File: config.mk
export PLATFORM = sky130hd
export DESIGN_NAME = terrain_cell_texture_layers_flat
export DESIGN_NICKNAME = d
export VERILOG_FILES = /design/src/rtl/tctl_pkg.sv /design/src/rtl/tctl_if.sv /design/src/rtl/tctl_rng.sv /design/src/rtl/tctl_layers.sv /design/src/rtl/terrain_cell_texture_layers.sv /design/src/flat_wrapper.sv
export VERILOG_INCLUDE_DIRS = /design/src /design/src/rtl
export SDC_FILE = /design/constraint.sdc
export NUM_CORES = 2
export LEC_CHECK = 0
export BUFFER_PORTS_ARGS = -buffer_cell sky130_fd_sc_hd__buf_2
export CAP_MARGIN = 20
export CORE_UTILIZATION = 25
export CTS_CLUSTER_DIAMETER = 100
export CTS_CLUSTER_SIZE = 14
export DETAILED_ROUTE_END_ITERATION = 12
export PLACE_DENSITY = 0.49
export SYNTH_ARGS = -nofsm -noshare
export SYNTH_HDL_FRONTEND = slang
export SYNTH_HIERARCHICAL = 1
export SYNTH_SLANG_ARGS = --single-unit
File: constraint.sdc
create_clock -name clk -period 22.3 [get_ports clk]
set_input_delay 2.23 -clock clk [delete_from_list [all_inputs] [get_ports clk]]
set_output_delay 2.23 -clock clk [all_outputs]
set_load 0.03 [all_outputs]
File: src/rtl/terrain_cell_texture_layers_defines.svh
// ----------------------------------------------------------------------------
// terrain cell texture layers: assertion macros
// Shared assertion macros, compiled out when SYNTH is defined.
// ----------------------------------------------------------------------------
`ifndef TERRAIN_CELL_TEXTURE_LAYERS_DEFINES_SVH
`define TERRAIN_CELL_TEXTURE_LAYERS_DEFINES_SVH

`ifndef SYNTH

// same-cycle implication
`define TCTL_ASSERT_IMP(label, clk, rst, ante, cons) \
  label: assert property (@(posedge clk) disable iff (rst) (ante) |-> (cons)) \
    else $error("tctl assertion failed");

// next-cycle implication
`define TCTL_ASSERT_NXT(label, clk, rst, ante, cons) \
  label: assert property (@(posedge clk) disable iff (rst) (ante) |=> (cons)) \
    else $error("tctl assertion failed");

`else

`define TCTL_ASSERT_IMP(label, clk, rst, ante, cons)
`define TCTL_ASSERT_NXT(label, clk, rst, ante, cons)

`endif

`endif

File: src/rtl/tctl_pkg.sv
`timescale 1ns / 1ps
// ----------------------------------------------------------------------------
// tctl_pkg
// Types, constants and lookup tables of the terrain cell texture layer block.
// ----------------------------------------------------------------------------
package tctl_pkg;

  localparam int CHUNK_COORD_BITS_DEF = 10;

  typedef logic [7:0]  tex_t;
  typedef logic [11:0] pos_u_t;
  typedef logic [14:0] pos_v_t;
  typedef logic [3:0][7:0] tex_quad_t;

  typedef struct packed {
    pos_u_t u;
    pos_v_t v;
  } layer_pos_t;

  typedef layer_pos_t [2:0] layer_set_t;

  // corner codes
  localparam logic [1:0] CORNER_TL = 2'd0;
  localparam logic [1:0] CORNER_TR = 2'd1;
  localparam logic [1:0] CORNER_BL = 2'd2;
  localparam logic [1:0] CORNER_BR = 2'd3;

  // generator constants
  localparam logic [31:0] LCG_MULT  = 32'd48271;
  localparam int          SCHRAGE_Q = 44488;
  localparam logic [31:0] SIGN_FIX  = 32'h8000_0000;
  localparam logic [31:0] ZERO_SUB  = 32'd123459876;

  // s / 44488 = (s >> 3) / 5561, done as multiply by a rounded-up reciprocal
  localparam int Q_POW2_SHIFT  = 3;
  localparam int Q_ODD         = SCHRAGE_Q / (1 << Q_POW2_SHIFT);
  localparam int DIVIDEND_BITS = 32 - Q_POW2_SHIFT;
  localparam int ODD_BITS      = $clog2(Q_ODD);
  localparam int RECIP_SHIFT   = DIVIDEND_BITS + ODD_BITS;
  localparam longint unsigned RECIP_VAL =
    ((64'd1 << RECIP_SHIFT) + 64'(Q_ODD) - 64'd1) / 64'(Q_ODD);
  localparam int RECIP_BITS    = $clog2(RECIP_VAL + 1);
  localparam int PROD_BITS     = DIVIDEND_BITS + RECIP_BITS;
  localparam int QUO_BITS      = PROD_BITS - RECIP_SHIFT;
  localparam logic [RECIP_BITS-1:0] DIV_RECIP = RECIP_BITS'(RECIP_VAL);

  // atlas geometry in half pixels
  localparam logic [7:0]  BORDER_NEAR  = 8'd17;
  localparam logic [7:0]  BORDER_FAR   = 8'd239;
  localparam int          NEUTRAL_HALF = 273;
  localparam layer_pos_t  NEUTRAL_POS  = '{u: pos_u_t'(NEUTRAL_HALF),
                                           v: pos_v_t'(NEUTRAL_HALF)};
  localparam int          ROT_BIT      = 15;

  // atlas position of one layer at one corner
  function automatic layer_pos_t layer_pos(tex_t tex, logic [1:0] quad, logic rot,
                                           logic [1:0] corner);
    logic [8:0]  tile;
    logic [1:0]  eff;
    layer_pos_t  p;
    tile = 9'(tex) + 9'd1;
    eff  = corner ^ {rot, rot};
    p.u  = {tile[2:0], quad[0], (eff[0] ? BORDER_FAR : BORDER_NEAR)};
    p.v  = {tile[8:3], quad[1], (eff[1] ? BORDER_FAR : BORDER_NEAR)};
    return p;
  endfunction

  // primary variant per corner mask: rotation flag and quadrant
  function automatic logic [15:0] primary_entry(logic [3:0] m);
    logic [15:0] e;
    case (m)
      4'd0:    e = 16'h8000;
      4'd1:    e = 16'h8003;
      4'd2:    e = 16'h0001;
      4'd3:    e = 16'h8000;
      4'd4:    e = 16'h8001;
      4'd5:    e = 16'h0002;
      4'd6:    e = 16'h8001;
      4'd7:    e = 16'h0002;
      4'd8:    e = 16'h0003;
      4'd9:    e = 16'h8003;
      4'd10:   e = 16'h8002;
      4'd11:   e = 16'h8000;
      4'd15:   e = 16'h8002;
      default: e = 16'h0000;
    endcase
    return e;
  endfunction

  // secondary variant exists for this mask
  function automatic logic second_ok(logic [3:0] m);
    logic ok;
    case (m)
      4'd0, 4'd6, 4'd7, 4'd9, 4'd11, 4'd13, 4'd14, 4'd15: ok = 1'b1;
      default: ok = 1'b0;
    endcase
    return ok;
  endfunction

  // secondary variant per corner mask
  function automatic logic [15:0] second_entry(logic [3:0] m);
    logic [15:0] e;
    case (m)
      4'd6, 4'd7, 4'd14: e = 16'h0001;
      4'd9, 4'd11:       e = 16'h0003;
      4'd13:             e = 16'h8003;
      4'd15:             e = 16'h0002;
      default:           e = 16'h0000;
    endcase
    return e;
  endfunction

endpackage

File: src/rtl/tctl_if.sv
`timescale 1ns / 1ps
// ----------------------------------------------------------------------------
// tctl channel interfaces
// Valid/ready channels for terrain cells in and corner results out.
// ----------------------------------------------------------------------------
interface tctl_cell_if #(
  parameter int COORD_BITS = tctl_pkg::CHUNK_COORD_BITS_DEF
);
  logic                  valid;
  logic                  ready;
  logic                  chunk_start;
  logic [COORD_BITS-1:0] chunk_x;
  logic [COORD_BITS-1:0] chunk_z;
  logic                  in_map;
  tctl_pkg::tex_t        tex_top_left;
  tctl_pkg::tex_t        tex_top_right;
  tctl_pkg::tex_t        tex_bottom_left;
  tctl_pkg::tex_t        tex_bottom_right;

  modport source (output valid, chunk_start, chunk_x, chunk_z, in_map, tex_top_left,
                  tex_top_right, tex_bottom_left, tex_bottom_right, input ready);
  modport sink (input valid, chunk_start, chunk_x, chunk_z, in_map, tex_top_left,
                tex_top_right, tex_bottom_left, tex_bottom_right, output ready);
endinterface

interface tctl_corner_if;
  logic             valid;
  logic             ready;
  logic [1:0]       corner;
  tctl_pkg::pos_u_t layer0_u;
  tctl_pkg::pos_v_t layer0_v;
  tctl_pkg::pos_u_t layer1_u;
  tctl_pkg::pos_v_t layer1_v;
  tctl_pkg::pos_u_t layer2_u;
  tctl_pkg::pos_v_t layer2_v;
  logic             last;

  modport source (output valid, corner, layer0_u, layer0_v, layer1_u, layer1_v,
                  layer2_u, layer2_v, last, input ready);
  modport sink (input valid, corner, layer0_u, layer0_v, layer1_u, layer1_v,
                layer2_u, layer2_v, last, output ready);
endinterface

File: src/rtl/tctl_rng.sv
`timescale 1ns / 1ps
// ----------------------------------------------------------------------------
// tctl_rng
// Per-cell random generator: optional reseed from chunk coordinates, then one
// multiplicative step with the division done by a reciprocal multiply.
// ----------------------------------------------------------------------------
`include "terrain_cell_texture_layers_defines.svh"

module tctl_rng #(
  parameter int CHUNK_COORD_BITS = tctl_pkg::CHUNK_COORD_BITS_DEF
) (
  input  logic                        clk,
  input  logic                        rst,
  input  logic                        step,
  input  logic                        chunk_start,
  input  logic [CHUNK_COORD_BITS-1:0] chunk_x,
  input  logic [CHUNK_COORD_BITS-1:0] chunk_z,
  output logic [1:0]                  quad
);
  import tctl_pkg::*;

  logic [31:0]          state;
  logic [31:0]          state_next;
  logic [31:0]          base;
  logic [31:0]          prod_a;
  logic [PROD_BITS-1:0] recip_prod;
  logic [QUO_BITS-1:0]  quo;
  logic [31:0]          mod_term;
  logic [31:0]          diff;
  logic [31:0]          folded;

  // seed select and generator step
  always_comb begin
    base       = chunk_start ? ((32'(chunk_x) << 16) ^ 32'(chunk_z)) : state;
    prod_a     = base * LCG_MULT;
    recip_prod = PROD_BITS'(base[31:Q_POW2_SHIFT]) * PROD_BITS'(DIV_RECIP);
    quo        = recip_prod[PROD_BITS-1:RECIP_SHIFT];
    // times 0x7fffffff is (q << 31) - q
    mod_term   = (32'(quo) << 31) - 32'(quo);
    diff       = prod_a - mod_term;
    folded     = diff[31] ? (diff + SIGN_FIX) : diff;
    state_next = (folded == '0) ? ZERO_SUB : folded;
  end

  assign quad = state_next[1:0];

  // state register
  always_ff @(posedge clk) begin
    if (rst) begin
      state <= '0;
    end else if (step) begin
      state <= state_next;
    end
  end

  `TCTL_ASSERT_NXT(a_state_nonzero, clk, rst, step, state != '0)
  `TCTL_ASSERT_NXT(a_state_31bit, clk, rst, step, !state[31])

endmodule

File: src/rtl/tctl_layers.sv
`timescale 1ns / 1ps
// ----------------------------------------------------------------------------
// tctl_layers
// Groups the four corner textures into sorted distinct keys with corner masks
// and picks the three atlas layers for one corner.
// ----------------------------------------------------------------------------
module tctl_layers (
  input  tctl_pkg::tex_quad_t  tex,
  input  logic [1:0]           rq,
  input  logic [1:0]           corner,
  output tctl_pkg::layer_set_t layers
);
  import tctl_pkg::*;

  logic [3:0][3:0] same;
  logic [3:0]      first;
  logic [3:0][1:0] rank;
  logic [2:0]      n_dist;
  tex_t [2:0]      key;
  logic [2:0][3:0] kmask;
  logic [15:0]     prim1;
  logic [15:0]     prim2;
  logic [15:0]     sec;

  // equality masks, first occurrence and sort rank of each corner texture
  always_comb begin
    for (int i = 0; i < 4; i++) begin
      for (int j = 0; j < 4; j++) begin
        same[i][j] = (tex[i] == tex[j]);
      end
    end
    n_dist = '0;
    for (int i = 0; i < 4; i++) begin
      first[i] = 1'b1;
      for (int j = 0; j < 4; j++) begin
        if (j < i && same[i][j]) begin
          first[i] = 1'b0;
        end
      end
      n_dist = n_dist + 3'(first[i]);
    end
    for (int i = 0; i < 4; i++) begin
      rank[i] = '0;
      for (int j = 0; j < 4; j++) begin
        if (first[j] && tex[j] < tex[i]) begin
          rank[i] = rank[i] + 2'd1;
        end
      end
    end
  end

  // distinct keys in ascending order, fourth one dropped
  always_comb begin
    key   = '0;
    kmask = '0;
    for (int r = 0; r < 3; r++) begin
      for (int i = 0; i < 4; i++) begin
        if (first[i] && rank[i] == 2'(r)) begin
          key[r]   = key[r] | tex[i];
          kmask[r] = kmask[r] | same[i];
        end
      end
    end
  end

  // layer selection
  always_comb begin
    prim1     = primary_entry(kmask[1]);
    prim2     = primary_entry(kmask[2]);
    sec       = second_entry(kmask[1]);
    layers[0] = layer_pos(key[0], rq, 1'b0, corner);
    layers[1] = layer_pos(key[1], prim1[1:0], prim1[ROT_BIT], corner);
    case (n_dist)
      3'd1: begin
        layers[1] = NEUTRAL_POS;
        layers[2] = NEUTRAL_POS;
      end
      3'd2: begin
        if (second_ok(kmask[1])) begin
          layers[2] = layer_pos(key[1], sec[1:0], sec[ROT_BIT], corner);
        end else begin
          layers[2] = NEUTRAL_POS;
        end
      end
      default: begin
        layers[2] = layer_pos(key[2], prim2[1:0], prim2[ROT_BIT], corner);
      end
    endcase
  end

endmodule

File: src/rtl/terrain_cell_texture_layers.sv
`timescale 1ns / 1ps
// ----------------------------------------------------------------------------
// terrain_cell_texture_layers
// Per-cell texture layer generator: one terrain cell in, four corner results
// with three atlas layer positions each out.
// ----------------------------------------------------------------------------
//   channel   role    item
//   -------   -----   ---------------------------------------------------
//   cells     sink    chunk start and coords, in-map flag, corner textures
//   corners   source  corner code, three layer u/v in half pixels, last
//
// An out-of-map cell gives no corner results; one can be taken every cycle.
// An in-map cell gives four corner results, one per cycle unless corners
// stalls, from the cell register and corner count via the output register.
// The next cell is taken in the cycle its predecessor's last corner is loaded.
// Reset clears the random state, the cell and output valid flags and the
// corner count. A stall on corners holds the output register and the cell.
// ----------------------------------------------------------------------------
`include "terrain_cell_texture_layers_defines.svh"

module terrain_cell_texture_layers #(
  parameter int CHUNK_COORD_BITS = tctl_pkg::CHUNK_COORD_BITS_DEF
) (
  input  logic         clk,
  input  logic         rst,
  tctl_cell_if.sink    cells,
  tctl_corner_if.source corners
);
  import tctl_pkg::*;

  logic       cell_valid;
  tex_quad_t  cell_tex;
  logic [1:0] cell_rq;
  logic [1:0] corner_cnt;
  logic       out_valid;
  logic [1:0] out_corner;
  layer_set_t out_layers;
  logic       out_last;
  logic       in_fire;
  logic       load;
  logic       cell_done;
  logic [1:0] rq_next;
  layer_set_t layers;

  // handshake control
  assign load        = cell_valid && (!out_valid || corners.ready);
  assign cell_done   = load && (corner_cnt == CORNER_BR);
  assign cells.ready = !cell_valid || cell_done;
  assign in_fire     = cells.valid && cells.ready;

  // random generator steps on every accepted item
  tctl_rng #(
    .CHUNK_COORD_BITS(CHUNK_COORD_BITS)
  ) u_rng (
    .clk        (clk),
    .rst        (rst),
    .step       (in_fire),
    .chunk_start(cells.chunk_start),
    .chunk_x    (cells.chunk_x),
    .chunk_z    (cells.chunk_z),
    .quad       (rq_next)
  );

  // layer selection for the current corner
  tctl_layers u_layers (
    .tex   (cell_tex),
    .rq    (cell_rq),
    .corner(corner_cnt),
    .layers(layers)
  );

  // cell register and corner count
  always_ff @(posedge clk) begin
    if (rst) begin
      cell_valid <= 1'b0;
      corner_cnt <= CORNER_TL;
    end else begin
      if (in_fire) begin
        cell_valid <= cells.in_map;
      end else if (cell_done) begin
        cell_valid <= 1'b0;
      end
      if (load) begin
        corner_cnt <= corner_cnt + 2'd1;
      end
    end
  end

  always_ff @(posedge clk) begin
    if (in_fire) begin
      cell_tex[CORNER_TL] <= cells.tex_top_left;
      cell_tex[CORNER_TR] <= cells.tex_top_right;
      cell_tex[CORNER_BL] <= cells.tex_bottom_left;
      cell_tex[CORNER_BR] <= cells.tex_bottom_right;
      cell_rq             <= rq_next;
    end
  end

  // output register
  always_ff @(posedge clk) begin
    if (rst) begin
      out_valid <= 1'b0;
    end else if (load) begin
      out_valid <= 1'b1;
    end else if (corners.ready) begin
      out_valid <= 1'b0;
    end
  end

  always_ff @(posedge clk) begin
    if (load) begin
      out_corner <= corner_cnt;
      out_layers <= layers;
      out_last   <= (corner_cnt == CORNER_BR);
    end
  end

  assign corners.valid    = out_valid;
  assign corners.corner   = out_corner;
  assign corners.layer0_u = out_layers[0].u;
  assign corners.layer0_v = out_layers[0].v;
  assign corners.layer1_u = out_layers[1].u;
  assign corners.layer1_v = out_layers[1].v;
  assign corners.layer2_u = out_layers[2].u;
  assign corners.layer2_v = out_layers[2].v;
  assign corners.last     = out_last;

  `TCTL_ASSERT_NXT(a_cell_capture, clk, rst, in_fire && cells.in_map, cell_valid && corner_cnt == CORNER_TL)
  `TCTL_ASSERT_IMP(a_count_in_cell, clk, rst, corner_cnt != CORNER_TL, cell_valid)
  `TCTL_ASSERT_NXT(a_corner_order, clk, rst, corners.valid && corners.ready && !corners.last, !corners.valid || corners.corner == $past(corners.corner) + 2'd1)

endmodule
File: src/flat_wrapper.sv
// flat-port wrapper written by rule: the top's interface ports become plain ports
module terrain_cell_texture_layers_flat import tctl_pkg::*;
#(
  parameter int CHUNK_COORD_BITS = tctl_pkg::CHUNK_COORD_BITS_DEF
)
  (clk, rst, cells_valid, cells_chunk_start, cells_chunk_x, cells_chunk_z, cells_in_map, cells_tex_top_left, cells_tex_top_right, cells_tex_bottom_left, cells_tex_bottom_right, cells_ready, corners_valid, corners_corner, corners_layer0_u, corners_layer0_v, corners_layer1_u, corners_layer1_v, corners_layer2_u, corners_layer2_v, corners_last, corners_ready);
  tctl_cell_if cells_i ();
  tctl_corner_if corners_i ();
  input  logic clk;
  input  logic rst;
  input wire logic [$bits(cells_i.valid)-1:0] cells_valid;
  input wire logic [$bits(cells_i.chunk_start)-1:0] cells_chunk_start;
  input wire logic [$bits(cells_i.chunk_x)-1:0] cells_chunk_x;
  input wire logic [$bits(cells_i.chunk_z)-1:0] cells_chunk_z;
  input wire logic [$bits(cells_i.in_map)-1:0] cells_in_map;
  input wire logic [$bits(cells_i.tex_top_left)-1:0] cells_tex_top_left;
  input wire logic [$bits(cells_i.tex_top_right)-1:0] cells_tex_top_right;
  input wire logic [$bits(cells_i.tex_bottom_left)-1:0] cells_tex_bottom_left;
  input wire logic [$bits(cells_i.tex_bottom_right)-1:0] cells_tex_bottom_right;
  output wire logic [$bits(cells_i.ready)-1:0] cells_ready;
  output wire logic [$bits(corners_i.valid)-1:0] corners_valid;
  output wire logic [$bits(corners_i.corner)-1:0] corners_corner;
  output wire logic [$bits(corners_i.layer0_u)-1:0] corners_layer0_u;
  output wire logic [$bits(corners_i.layer0_v)-1:0] corners_layer0_v;
  output wire logic [$bits(corners_i.layer1_u)-1:0] corners_layer1_u;
  output wire logic [$bits(corners_i.layer1_v)-1:0] corners_layer1_v;
  output wire logic [$bits(corners_i.layer2_u)-1:0] corners_layer2_u;
  output wire logic [$bits(corners_i.layer2_v)-1:0] corners_layer2_v;
  output wire logic [$bits(corners_i.last)-1:0] corners_last;
  input wire logic [$bits(corners_i.ready)-1:0] corners_ready;
  assign cells_i.valid = cells_valid;
  assign cells_i.chunk_start = cells_chunk_start;
  assign cells_i.chunk_x = cells_chunk_x;
  assign cells_i.chunk_z = cells_chunk_z;
  assign cells_i.in_map = cells_in_map;
  assign cells_i.tex_top_left = cells_tex_top_left;
  assign cells_i.tex_top_right = cells_tex_top_right;
  assign cells_i.tex_bottom_left = cells_tex_bottom_left;
  assign cells_i.tex_bottom_right = cells_tex_bottom_right;
  assign cells_ready = cells_i.ready;
  assign corners_valid = corners_i.valid;
  assign corners_corner = corners_i.corner;
  assign corners_layer0_u = corners_i.layer0_u;
  assign corners_layer0_v = corners_i.layer0_v;
  assign corners_layer1_u = corners_i.layer1_u;
  assign corners_layer1_v = corners_i.layer1_v;
  assign corners_layer2_u = corners_i.layer2_u;
  assign corners_layer2_v = corners_i.layer2_v;
  assign corners_last = corners_i.last;
  assign corners_i.ready = corners_ready;
  terrain_cell_texture_layers #(.CHUNK_COORD_BITS(CHUNK_COORD_BITS)) u_core (.clk(clk), .rst(rst), .cells(cells_i), .corners(corners_i));
endmodule
==> impl_metrics.tcl <==
set metrics [dict create \
    setup_viol 0 \
    root_buffer "clkbuf_16" \
    clk_latency_ns 0.46 \
    nFillCells 12805 \
    path_common_cell "fa_1" \
    critical_path_class "input port to flop" \
    rr_worst_depth 43 \
    period_needed_ns 17.11 \
    grt_max_degree 78 \
    grt_pass1_wl_mm 141 \
    syn_area_mm2 0.0303 \
    rows 127 \
    dr.pass1.iters 5 \
    dp_slack_ns 4.83 \
    die_y_um 350 \
    ys_ff_latch 153 \
    status "completed" \
    setup_ws_ns 5.19 \
    num_io_pins 144 \
    drive_above_1_share_pct 8.66 \
    fin_nets 4154 \
    end_kind "flop" \
    timing.fmax_mhz 58.4 \
    yosysUniqueCellTypes 107 \
    ant_nets 0 \
    hold_path_class "flop to flop" \
    synth_warnings 6 \
    cts_max_level 4 \
    hold_buffers 0 \
    overflow 0 \
    startpoint_type "input port" \
    critPathMaxStageDelay_ns 0.81 \
    worstPathMaxFanout 38 \
    gp_congestion 0.938 \
    hpwl_mm 82.7 \
    fin_area_mm2 0.0333 \
    async_flop_share_pct 0 \
    area_growth_pct 9.89 \
    slew_headroom_pct 25.2 \
    clock_skew_ns 0.0186 \
    fin_crit_sh_pct 76.7 \
    numPortBuffers 143 \
    postSynthCellCount 2948 \
    antenna_found_initial 5 \
    critPathArrivalTime_ns 17.47 \
    cts_setup_buffers 0 \
    multi_input_area_mm2 0.0227 \
    vias_per_cell 4.42 \
    tns_ns 0 \
    cts.sink_count 153 \
    critPathRequiredTime_ns 22.66 \
    crit_slowest_cell "nor2_1" \
    synth-edff-count 118 \
    grt_pass1_vias 22059 \
    finalHoldViolCount 0 \
    post_dp_cell_area_mm2 0.0327 \
    ctsResizeCount 0 \
    cts_tree "yes" \
    ys_seq_area_share_pct 14.0 \
    worst_pin_slew_ns 1.11 \
    mostFrequentLayoutCells "765 x inv_1, 558 x ha_1, 481 x fa_1, 143 x buf_2, 118 x edfxtp_1" \
    start_util_pct 25.2 \
    clkSlewWorstSetupHoldPaths_ns 0.08 \
    drv_slew 0 \
    core_mm2 0.120 \
    grt_setup_unrepaired "no" \
    cts_buffer_depth 2 \
    vias 20705 \
    synth_ff_type "edfxtp_1" \
    whs_path_depth 0 \
    drc 0 \
    dieArea_mm2 0.123 \
    die_w_um 350 \
    cts-buffers-inserted 17 \
    regArea_mm2 0.00424 \
    wl_mm 93.5 \
    drv_cap 0 \
    drtIter0Drc 1195 \
    synth.avg_cell_area_um2 10.3 \
    layout_commonest_cell "inv_1" \
    wl_per_cell_um 20.0 \
    grtUsageTotal_pct 15.5 \
]
==> layer usage <==
layer / track usage [%] / wire length, µm / up-vias
met2: 26.0 / 44300 / 524
met3: 2.01 / 4400 / 88
met5: 0 / 21 / -
li1: - / - / 9737
met1: 21.2 / 43000 / 10352
met4: 3.37 / 1770 / 4
==> critical path, delay by kind of cell <==
family	cells	cell delay (ns)
AO/OA/AOI/OAI	12	4.18
XOR/XNOR	1	0.18
adder cells (fa/ha/maj)	16	7.54
buffers and inverters	9	1.09
AND/OR/NAND/NOR	6	2.13
==> state kept, by name (all words and copies together) (netlist names) <==
name	cells
u_core/cell_rq	2
u_core/cell_tex	32
u_core/cell_valid	1
u_core/corner_cnt	2
u_core/corners.corner	2
u_core/corners.last	1
u_core/corners.layer0_u	12
u_core/corners.layer0_v	15
u_core/corners.layer1_u	12
u_core/corners.layer1_v	15
u_core/corners.layer2_u	12
u_core/corners.layer2_v	15
u_core/corners.valid	1
u_core/u_rng/state	31
==> synth_stat cells (all sizes together) (8+ instances only) <==
master	n	share of area [%]
nand4	32	0.73
a22o	8	0.23
nand3	32	0.53
o22ai	16	0.33
o21a	19	0.47
o211ai	12	0.33
a211o	8	0.24
and2	13	0.28
buf	54	1.4
dfxtp	35	2.3
or2	25	0.52
nor2b	27	0.61
nor3	14	0.23
and3	11	0.24
clkbuf	22	0.27
inv	767	9.5
nor2	114	1.4
a21oi	77	1.3
mux2i	36	1.2
nand2b	23	0.47
ha	558	23
nand2	89	1.1
xor2	33	0.95
fa	481	32
o21ai	66	1.2
edfxtp	118	12
a311oi	16	0.48
a21o	26	0.64
a221oi	11	0.42
xnor2	58	1.7
a222oi	8	0.26
a211oi	19	0.50
==> path summary, 6_finish.rpt <==
check / startpoint / end / slack (ns)
max: cells_chunk_start / u_core/u_rng/state[25] / 5.19
min: u_core/cell_rq[1] / u_core/corners.layer0_v[8] / 0.42
max reg2reg: u_core/u_rng/state[12] / u_core/u_rng/state[25] / 6.77
min reg2reg: u_core/cell_rq[1] / u_core/corners.layer0_v[8] / 0.42
==> cell families after synthesis <==
family	count (synthesis)	synth area share [%]
adder cells (fa/ha/maj)	1039	54.8
buffers and inverters	845	11.2
AND/OR/NAND/NOR	411	7.02
AO/OA/AOI/OAI	364	8.76
flip-flops	153	14.0
XOR/XNOR	91	2.63
multiplexers	44	1.59
other	1	0.0124
==> area by class of cell <==
class | instances | share of cell area [%]
multi-input cells | 1955 | 68.2
flip-flops and latches | 153 | 12.7
repair buffers | 161 | 2.55
diodes | 1 | 0.00751
inverters | 769 | 8.68
clock buffers | 17 | 1.28
well taps | 1612 | 6.06
clock inverters | 15 | 0.503
==> metrics by stage <==
step | utilization, % | instances | hold slack (ns)
3_3_place_gp | 27.2 | 4650 | 0.403
2_1_floorplan | - | 2953 | 0.452
6_report | 27.7 | 4683 | 0.423
5_1_grt | 27.7 | 4682 | 0.428
4_1_cts | 27.7 | 4682 | 0.427
3_5_place_dp | 27.2 | 4650 | 0.406
Power is left out: the tool's default activity adds up to more than one toggle a clock period on the data nets, which glitch-free logic cannot reach.
